==> src/hdl/urc_pkg.sv <==
// shared types, constants and helpers for the ultrasonic ranging controller
// used by urc_dist_calc and ultrasonic_ranging_controller; no dependencies
`timescale 1ns / 1ps

package urc_pkg;

  localparam int SENSOR_COUNT = 3;
  localparam int TIME_BITS    = 32;
  localparam int CH_W         = 2;
  localparam int DIST_W       = 16;
  localparam int CFG_W        = 16;
  localparam int CFG_IDX_W    = 3;
  localparam int ZONE_W       = 2;
  localparam int TRIG_W       = 3;
  localparam int SCALE_FRAC   = 16;

  // stream payload widths, padded to whole bytes
  localparam int S_TDATA_W = 40;
  localparam int M_TDATA_W = 64;

  localparam logic [DIST_W-1:0] DIST_MAX   = '1;
  localparam logic [CFG_W-1:0]  MIN_PERIOD = 16'd4;

  // sequencer steps: left trigger, right trigger, then all triggers low
  localparam logic [CFG_W-1:0] SEQ_STEP_LEFT  = 16'd1;
  localparam logic [CFG_W-1:0] SEQ_STEP_RIGHT = 16'd2;
  localparam logic [CFG_W-1:0] SEQ_STEP_IDLE  = 16'd3;

  // sensor channels
  localparam logic [CH_W-1:0] CH_BACK  = 2'd0;
  localparam logic [CH_W-1:0] CH_LEFT  = 2'd1;
  localparam logic [CH_W-1:0] CH_RIGHT = 2'd2;

  // trigger level vectors: bit 0 back, bit 1 left, bit 2 right
  localparam logic [TRIG_W-1:0] TRIG_NONE  = 3'b000;
  localparam logic [TRIG_W-1:0] TRIG_BACK  = 3'b001;
  localparam logic [TRIG_W-1:0] TRIG_LEFT  = 3'b010;
  localparam logic [TRIG_W-1:0] TRIG_RIGHT = 3'b100;

  // register reset values
  localparam logic [CFG_W-1:0] RST_TRIGGER_PERIOD  = 16'd2000;
  localparam logic [CFG_W-1:0] RST_REPORT_INTERVAL = 16'd10000;
  localparam logic [CFG_W-1:0] RST_NEAR_LIMIT      = 16'd5;
  localparam logic [CFG_W-1:0] RST_MID_LIMIT       = 16'd10;
  localparam logic [CFG_W-1:0] RST_FAR_LIMIT       = 16'd20;
  localparam logic [CFG_W-1:0] RST_SCALE_Q16       = 16'd1124;

  typedef enum logic [CFG_IDX_W-1:0] {
    REG_TRIGGER_PERIOD  = 3'd0,
    REG_REPORT_INTERVAL = 3'd1,
    REG_NEAR_LIMIT      = 3'd2,
    REG_MID_LIMIT       = 3'd3,
    REG_FAR_LIMIT       = 3'd4,
    REG_SCALE_Q16       = 3'd5
  } cfg_reg_t;

  typedef enum logic [0:0] {
    KIND_TICK = 1'b0,
    KIND_ECHO = 1'b1
  } kind_t;

  typedef enum logic [ZONE_W-1:0] {
    ZONE_CLEAR = 2'd0,
    ZONE_FAR   = 2'd1,
    ZONE_MID   = 2'd2,
    ZONE_NEAR  = 2'd3
  } zone_t;

  typedef struct packed {
    logic [CFG_W-1:0] trigger_period;
    logic [CFG_W-1:0] report_interval;
    logic [CFG_W-1:0] near_limit_cm;
    logic [CFG_W-1:0] mid_limit_cm;
    logic [CFG_W-1:0] far_limit_cm;
    logic [CFG_W-1:0] scale_q16;
  } cfg_t;

  typedef struct packed {
    kind_t                kind;
    logic [CH_W-1:0]      channel;
    logic                 level;
    logic [TIME_BITS-1:0] time_us;
  } item_t;

  function automatic zone_t zone_of(input logic [DIST_W-1:0] d, input cfg_t c);
    zone_t z;
    if (d <= c.near_limit_cm) begin
      z = ZONE_NEAR;
    end else if (d <= c.mid_limit_cm) begin
      z = ZONE_MID;
    end else if (d <= c.far_limit_cm) begin
      z = ZONE_FAR;
    end else begin
      z = ZONE_CLEAR;
    end
    return z;
  endfunction

endpackage

==> src/hdl/urc_dist_calc.sv <==
// echo time to distance: wrapped elapsed time times q0.16 scale, saturated
// depends on urc_pkg
`timescale 1ns / 1ps

module urc_dist_calc (
  input  logic [urc_pkg::TIME_BITS-1:0] time_us,
  input  logic [urc_pkg::TIME_BITS-1:0] echo_start,
  input  logic [urc_pkg::CFG_W-1:0]     scale_q16,
  output logic [urc_pkg::DIST_W-1:0]    dist_cm
);
  import urc_pkg::*;

  localparam int PROD_W = TIME_BITS + CFG_W;

  logic [TIME_BITS-1:0] elapsed;
  logic [PROD_W-1:0]    prod;
  logic [PROD_W-SCALE_FRAC-1:0] whole;

  // elapsed wraps modulo the timestamp width
  assign elapsed = time_us - echo_start;
  assign prod    = PROD_W'(elapsed) * PROD_W'(scale_q16);
  assign whole   = prod[PROD_W-1:SCALE_FRAC];

  // saturate anything past the distance range
  assign dist_cm = (whole > (PROD_W-SCALE_FRAC)'(DIST_MAX)) ? DIST_MAX
                                                          : whole[DIST_W-1:0];

endmodule

==> src/hdl/ultrasonic_ranging_controller.sv <==
// three-channel ultrasonic ranger: trigger sequencer, echo timing, periodic report
// depends on urc_pkg and urc_dist_calc
// an accepted beat sits in the input register until the result register can take it
// throughput: one item per cycle; the input register drains whenever the result slot frees
// reset (rst, synchronous): registers back to defaults, counters zero, back trigger high,
// echo start times and distances zero, both stream sides empty
`timescale 1ns / 1ps

module ultrasonic_ranging_controller (
  input  logic                          clk,
  input  logic                          rst,
  // input stream
  input  logic                          s_axis_tvalid,
  output logic                          s_axis_tready,
  // [1:0] channel, [2] level, [34:3] time_us, [39:35] zero
  input  logic [urc_pkg::S_TDATA_W-1:0] s_axis_tdata,
  // [0] kind
  input  logic [0:0]                    s_axis_tuser,
  // result stream
  output logic                          m_axis_tvalid,
  input  logic                          m_axis_tready,
  // [0] trig_back, [1] trig_left, [2] trig_right, [18:3] dist_left_cm,
  // [34:19] dist_right_cm, [50:35] dist_back_cm, [52:51] zone_left,
  // [54:53] zone_right, [56:55] zone_back, [63:57] zero
  output logic [urc_pkg::M_TDATA_W-1:0] m_axis_tdata,
  // [0] report_valid
  output logic [0:0]                    m_axis_tuser,
  // configuration write channel
  input  logic                          cfg_valid,
  output logic                          cfg_ready,
  input  logic [urc_pkg::CFG_IDX_W-1:0] cfg_index,
  input  logic [urc_pkg::CFG_W-1:0]     cfg_data
);
  import urc_pkg::*;

  // configuration registers
  cfg_t cfg;

  // input register
  logic  in_valid;
  item_t in_item;

  // ranging state
  logic [CFG_W-1:0]     seq_ticks, seq_ticks_next;
  logic [CFG_W-1:0]     rep_ticks, rep_ticks_next;
  logic [TRIG_W-1:0]    trig_levels, trig_next;
  logic [TIME_BITS-1:0] echo_start [SENSOR_COUNT];
  logic [DIST_W-1:0]    distance   [SENSOR_COUNT];

  // result register
  logic              out_valid;
  logic [TRIG_W-1:0] out_trig;
  logic              out_report;
  logic [DIST_W-1:0] out_left_cm, out_right_cm, out_back_cm;
  zone_t             out_zone_left, out_zone_right, out_zone_back;

  logic                 out_free;
  logic                 fire;
  logic                 in_take;
  logic                 report_hit;
  logic                 ch_ok;
  logic [CFG_W-1:0]     period;
  logic [CFG_W-1:0]     seq_inc;
  logic [CFG_W-1:0]     rep_inc;
  logic [TIME_BITS-1:0] start_sel;
  logic [DIST_W-1:0]    dist_new;

  // ---------------------------------------------------------------
  // handshakes: the result slot frees when empty or being taken, the
  // input register refills in the same cycle it drains
  // ---------------------------------------------------------------
  assign out_free      = !out_valid || m_axis_tready;
  assign fire          = in_valid && out_free;
  assign s_axis_tready = !in_valid || out_free;
  assign in_take       = s_axis_tvalid && s_axis_tready;
  assign cfg_ready     = 1'b1;

  // configuration writes; unknown indexes are dropped
  always_ff @(posedge clk) begin
    if (rst) begin
      cfg.trigger_period  <= RST_TRIGGER_PERIOD;
      cfg.report_interval <= RST_REPORT_INTERVAL;
      cfg.near_limit_cm   <= RST_NEAR_LIMIT;
      cfg.mid_limit_cm    <= RST_MID_LIMIT;
      cfg.far_limit_cm    <= RST_FAR_LIMIT;
      cfg.scale_q16       <= RST_SCALE_Q16;
    end else if (cfg_valid && cfg_ready) begin
      unique case (cfg_index)
        REG_TRIGGER_PERIOD:  cfg.trigger_period  <= cfg_data;
        REG_REPORT_INTERVAL: cfg.report_interval <= cfg_data;
        REG_NEAR_LIMIT:      cfg.near_limit_cm   <= cfg_data;
        REG_MID_LIMIT:       cfg.mid_limit_cm    <= cfg_data;
        REG_FAR_LIMIT:       cfg.far_limit_cm    <= cfg_data;
        REG_SCALE_Q16:       cfg.scale_q16       <= cfg_data;
        default: ;
      endcase
    end
  end

  // input register: unpack the beat on acceptance
  always_ff @(posedge clk) begin
    if (rst) begin
      in_valid <= 1'b0;
    end else if (in_take) begin
      in_valid <= 1'b1;
    end else if (fire) begin
      in_valid <= 1'b0;
    end
  end

  always_ff @(posedge clk) begin
    if (in_take) begin
      in_item.kind    <= kind_t'(s_axis_tuser[0]);
      in_item.channel <= s_axis_tdata[CH_W-1:0];
      in_item.level   <= s_axis_tdata[CH_W];
      in_item.time_us <= s_axis_tdata[CH_W+1 +: TIME_BITS];
    end
  end

  // ---------------------------------------------------------------
  // echo path: start time of the addressed channel feeds the distance unit
  // ---------------------------------------------------------------
  assign ch_ok = in_item.channel < CH_W'(SENSOR_COUNT);

  always_comb begin
    start_sel = '0;
    for (int i = 0; i < SENSOR_COUNT; i++) begin
      if (in_item.channel == CH_W'(i)) begin
        start_sel = echo_start[i];
      end
    end
  end

  urc_dist_calc u_dist (
    .time_us    (in_item.time_us),
    .echo_start (start_sel),
    .scale_q16  (cfg.scale_q16),
    .dist_cm    (dist_new)
  );

  // ---------------------------------------------------------------
  // tick path: trigger sequencer and report counter
  // steps 1..3 walk left, right, idle; a count at or past the period
  // (never below four) restarts with the back trigger
  // ---------------------------------------------------------------
  assign period  = (cfg.trigger_period < MIN_PERIOD) ? MIN_PERIOD : cfg.trigger_period;
  assign seq_inc = seq_ticks + CFG_W'(1);
  assign rep_inc = (rep_ticks == DIST_MAX) ? rep_ticks : rep_ticks + CFG_W'(1);

  always_comb begin
    seq_ticks_next = seq_ticks;
    rep_ticks_next = rep_ticks;
    trig_next      = trig_levels;
    report_hit     = 1'b0;
    if (in_item.kind == KIND_TICK) begin
      seq_ticks_next = seq_inc;
      rep_ticks_next = rep_inc;
      priority if (seq_inc == SEQ_STEP_LEFT) begin
        trig_next = TRIG_LEFT;
      end else if (seq_inc == SEQ_STEP_RIGHT) begin
        trig_next = TRIG_RIGHT;
      end else if (seq_inc == SEQ_STEP_IDLE) begin
        trig_next = TRIG_NONE;
      end else if (seq_inc >= period) begin
        trig_next      = trig_levels | TRIG_BACK;
        seq_ticks_next = '0;
      end else begin
        trig_next = trig_levels;
      end
      // counter saturates, so an interval of all ones never reports
      if (rep_inc > cfg.report_interval) begin
        report_hit     = 1'b1;
        rep_ticks_next = '0;
      end
    end
  end

  // state update as the item moves into the result register
  always_ff @(posedge clk) begin
    if (rst) begin
      seq_ticks   <= '0;
      rep_ticks   <= '0;
      trig_levels <= TRIG_BACK;
      for (int i = 0; i < SENSOR_COUNT; i++) begin
        echo_start[i] <= '0;
        distance[i]   <= '0;
      end
    end else if (fire) begin
      seq_ticks   <= seq_ticks_next;
      rep_ticks   <= rep_ticks_next;
      trig_levels <= trig_next;
      // echo edges on a channel past the sensor count are dropped
      if (in_item.kind == KIND_ECHO && ch_ok) begin
        for (int i = 0; i < SENSOR_COUNT; i++) begin
          if (in_item.channel == CH_W'(i)) begin
            if (in_item.level) begin
              echo_start[i] <= in_item.time_us;
            end else begin
              distance[i] <= dist_new;
            end
          end
        end
      end
    end
  end

  // ---------------------------------------------------------------
  // result register; distance and zone fields are zero unless reporting
  // ---------------------------------------------------------------
  always_ff @(posedge clk) begin
    if (rst) begin
      out_valid <= 1'b0;
    end else if (fire) begin
      out_valid <= 1'b1;
    end else if (m_axis_tready) begin
      out_valid <= 1'b0;
    end
  end

  always_ff @(posedge clk) begin
    if (fire) begin
      out_trig   <= trig_next;
      out_report <= report_hit;
      if (report_hit) begin
        out_left_cm    <= distance[CH_LEFT];
        out_right_cm   <= distance[CH_RIGHT];
        out_back_cm    <= distance[CH_BACK];
        out_zone_left  <= zone_of(distance[CH_LEFT], cfg);
        out_zone_right <= zone_of(distance[CH_RIGHT], cfg);
        out_zone_back  <= zone_of(distance[CH_BACK], cfg);
      end else begin
        out_left_cm    <= '0;
        out_right_cm   <= '0;
        out_back_cm    <= '0;
        out_zone_left  <= ZONE_CLEAR;
        out_zone_right <= ZONE_CLEAR;
        out_zone_back  <= ZONE_CLEAR;
      end
    end
  end

  assign m_axis_tvalid = out_valid;
  assign m_axis_tuser  = out_report;
  assign m_axis_tdata  = {7'b0,
                          out_zone_back, out_zone_right, out_zone_left,
                          out_back_cm, out_right_cm, out_left_cm,
                          out_trig};

`ifndef SYNTHESIS
  // at most one trigger pin is ever high
  a_trig_onehot0: assert property (@(posedge clk) disable iff (rst)
    $onehot0(trig_levels))
    else $error("more than one trigger high");

  // a report clears the report counter
  a_report_clears: assert property (@(posedge clk) disable iff (rst)
    fire && report_hit |=> rep_ticks == '0)
    else $error("report counter not cleared after report");

  // echo edges leave the sequencer and report counter alone
  a_echo_no_tick: assert property (@(posedge clk) disable iff (rst)
    fire && in_item.kind == KIND_ECHO |=> $stable(seq_ticks) && $stable(rep_ticks))
    else $error("echo edge moved a tick counter");

  // a held item stays in the input register while the result slot is busy
  a_in_hold: assert property (@(posedge clk) disable iff (rst)
    in_valid && !out_free |=> in_valid && $stable(in_item))
    else $error("input item lost while stalled");
`endif

endmodule

==> config.mk <==
export PLATFORM = sky130hd
export DESIGN_NAME = ultrasonic_ranging_controller
export DESIGN_NICKNAME = d
export VERILOG_FILES = /design/src/hdl/urc_pkg.sv /design/src/hdl/urc_dist_calc.sv /design/src/hdl/ultrasonic_ranging_controller.sv
export SDC_FILE = /design/constraint.sdc
export NUM_CORES = 2
export LEC_CHECK = 0
export BUFFER_PORTS_ARGS = -buffer_cell sky130_fd_sc_hd__buf_4
export CORE_AREA = 5 5 354 269
export CTS_BUF_LIST = sky130_fd_sc_hd__clkbuf_4 sky130_fd_sc_hd__clkbuf_8
export DETAILED_ROUTE_END_ITERATION = 8
export DIE_AREA = 0 0 359 274
export GPL_ROUTABILITY_DRIVEN = 0
export GPL_TIMING_DRIVEN = 0
export PLACE_DENSITY_LB_ADDON = 0.2
export SYNTH_ARGS = -nofsm -noshare
export SYNTH_HDL_FRONTEND = slang
export SYNTH_SLANG_ARGS = --single-unit
==> constraint.sdc <==
create_clock -name clk -period 10.92 [get_ports clk]
set_input_delay 2.184 -clock clk [delete_from_list [all_inputs] [get_ports clk]]
set_output_delay 2.184 -clock clk [all_outputs]
set_load 0.01 [all_outputs]
==> flow_summary_export.csv <==
group,metric,value,unit
outcome,status,"finished, final reports clean",
route,routedWlPerCell,20.1,microns
place,dp_hpwl,86600,microns
setup_path,critPathSlowestCell,"fa_1",
yosys,yosysMostFrequentCell,"nand2_1",
yosys,ys_ff_latch,371,
yosys,synth_top_area_cell,"fa_1",
sta,hold_viol,0,
die,io-pin-count,133,
clock_tree,cts_num_sinks,371,
place,portBuffers,119,
sta,skew,0.0839,ns
setup_path,worstPathMaxFanout,7,
die,fp.dieH,274,microns
yosys,ys_top_cells_by_area,"fa_1, edfxtp_1, ha_1",
clock_tree,clkTransAtPathRegs,0.06,ns
sta,timing.final.ws_setup,0.293,ns
die,start_util,0.397,
grt,grt-ovfl-total,0,
clock_tree,numCtsBuffers,59,
yosys,yosysSeqAreaShare,0.271,
final_layout,area_growth,16.7,%
die,coreArea,91000,sq um
setup_path,cp-start-kind,"register",
sta,hold_ws,0.457,ns
grt,grt.total_usage,0.220,
yosys,yosys.area.top_type_share,0.231,
route,routed_via_density,5.22,
sta,slew_viol_final,0,
clock_tree,clk_latency,0.73,ns
route,finalWirelength,108000,microns
yosys,synth_cell_types,82,
die,die_area,98400,sq um
yosys,async_flop_share,0,
final_layout,nNetsFinal,4935,
setup_path,arrival,11.05,ns
final_layout,nFillCells,8841,
setup_path,crit_top_cell,"fa_1",
die,die_width,359,microns
setup_path,worstPathRequired,11.34,ns
grt,grt_pass1_wl,169000,microns
grt,grt_pass1_vias,28400,
final_layout,drive_gt1_frac,0.133,
yosys,avgSynthCellArea,9.39,sq um
yosys,synth_cells,3851,
sta,relSlewSlack,0.120,
yosys,netlist_area,36200,sq um
grt,antenna_found_initial,2,
clock_tree,clock_path_buffers,3,
setup_path,cpPeakStageDelay,0.54,ns
grt,grt_max_degree,47,
yosys,yosys_warnings,0,
place,dp.cells,5213,
route,vias,28200,
hold_path,min_path_type,"reg2reg",
sta,period_share,0.973,
setup_path,critical_path_class,"reg2reg",
job,maxCapViolations,0,
setup_path,crit_path_end_kind,"register",
clock_tree,cts_tree,"done",
place,postPlaceCellArea,38800,sq um
yosys,synth_edf_count,238,
route,drt_iter0_markers,1889,
yosys,synthTopCellsByCount,"nand2_1, inv_1, fa_1",
yosys,synth_ff_type,"edfxtp_1",
route,route.detailed.drc,0,
die,rows,96,
sta,fmax,94.1,MHz
sta,worst_pin_slew,1.31,ns
sta,finalSetupViolCount,0,
clock_tree,cts_root_buf,"clkbuf_8",
place,dp_slack,-3.27,ns
sta,fin_crit,10.63,ns
final_layout,design_area,42200,sq um
route,drtPass1Iterations,5,
sta,rsz0062_at_grt,"true",
clock_tree,ctsHtreeMaxLevel,2,
route,ant_nets,0,
final_layout,fin_cells,5398,
per-layer routing:
metal,part of all wire,track usage,vias to the layer above
met5,0,0,-
met4,0.025,0.0515,0
met3,0.068,0.0366,150
met2,0.44,0.343,828
met1,0.47,0.321,14000
li1,-,-,13200
through the flow:
stage,utilization,setup TNS (ns)
floorplan,-,0
global placement,0.424,-171.93
detailed placement,0.427,-153.35
CTS,0.453,0
global route,0.464,-0.651
finish,0.464,0
kinds of logic (layout without fill, tap and decap cells):
logic type | after synthesis | in the layout | synth area share
and+or+nand+nor | 1276 | 1276 | 0.170
adders and majority gates | 747 | 747 | 0.345
buffers and inverters | 732 | 1046 | 0.0780
AOI/OAI and AO/OA | 613 | 613 | 0.108
DFF | 371 | 371 | 0.271
xor gates and xnor gates | 73 | 73 | 0.0177
muxes | 37 | 37 | 0.0103
other | 2 | 10 | 0.000208
state kept, by name (all words and copies together), names as in the netlist:
name	flops
out_zone_back	2
rep_ticks	16
out_right_cm	16
cfg	96
echo_start	96
trig_levels	3
m_axis_tvalid	1
out_trig	3
distance	48
seq_ticks	16
out_left_cm	16
out_zone_left	2
out_back_cm	16
in_valid	1
in_item	36
m_axis_tuser	1
out_zone_right	2
final cells by class:
class / count / area, sq um / share of cell area
antenna: 2 / 5.00 / 0.000119
buffer: 169 / 961 / 0.0228
clock buffer: 82 / 1020 / 0.0241
clock inverter: 27 / 200 / 0.00474
inverter: 556 / 2090 / 0.0494
multi-input combinational: 2754 / 24800 / 0.588
sequential: 371 / 9810 / 0.232
tap: 1225 / 1530 / 0.0363
timing repair buffer: 212 / 1790 / 0.0425
layout by cell type, fill, tap and decap left out, drive strengths merged, types with 11 or more instances in the layout:
cell type | Yosys | layout
nor2b | 43 | 43
o21ai | 92 | 92
clkbuf | 144 | 208
nor4 | 12 | 12
nand2b | 11 | 11
buf | 32 | 254
nand3 | 80 | 80
ha | 329 | 329
xor2 | 29 | 29
fa | 418 | 418
a21o | 69 | 69
edfxtp | 238 | 238
nand2 | 589 | 589
a211oi | 13 | 13
inv | 556 | 558
o21a | 56 | 56
and3 | 37 | 37
nand4 | 53 | 53
nor3 | 24 | 24
a31oi | 12 | 12
a21oi | 249 | 249
nor2 | 121 | 121
mux2i | 35 | 35
and2 | 272 | 272
o211ai | 29 | 29
xnor2 | 44 | 44
clkinv | 0 | 23
dfxtp | 133 | 133
worst paths after layout:
path | depth (start not counted) | slack [ns] | to | startpoint
min | 2 | 0.46 | seq_ticks[10] | seq_ticks[10]
min reg2reg | 2 | 0.46 | seq_ticks[10] | seq_ticks[10]
max reg2reg | 41 | 0.29 | distance[0][37] | in_item[33]
max | 41 | 0.29 | distance[0][37] | in_item[33]
critical path, delay by kind of cell, from the launching register on:
kind,cells,cell delay (ns)
compound gates,15,3.26
xor+xnor,1,0.21
fa+ha+maj,9,3.99
buf+inv,10,1.18
flops,1,0.38
mux,1,0.11
simple gates,5,1.19
repair_timing:
item,4_1_cts,5_1_grt
pin swaps,44,107
resized for setup,204,167
setup endpoints to repair,48,48
setup buffers,38,40
gates cloned,1,1
hold buffers,0,0
Power is not shown: default switching activity piles up to over one toggle a cycle in this logic, so the estimate is an artifact.
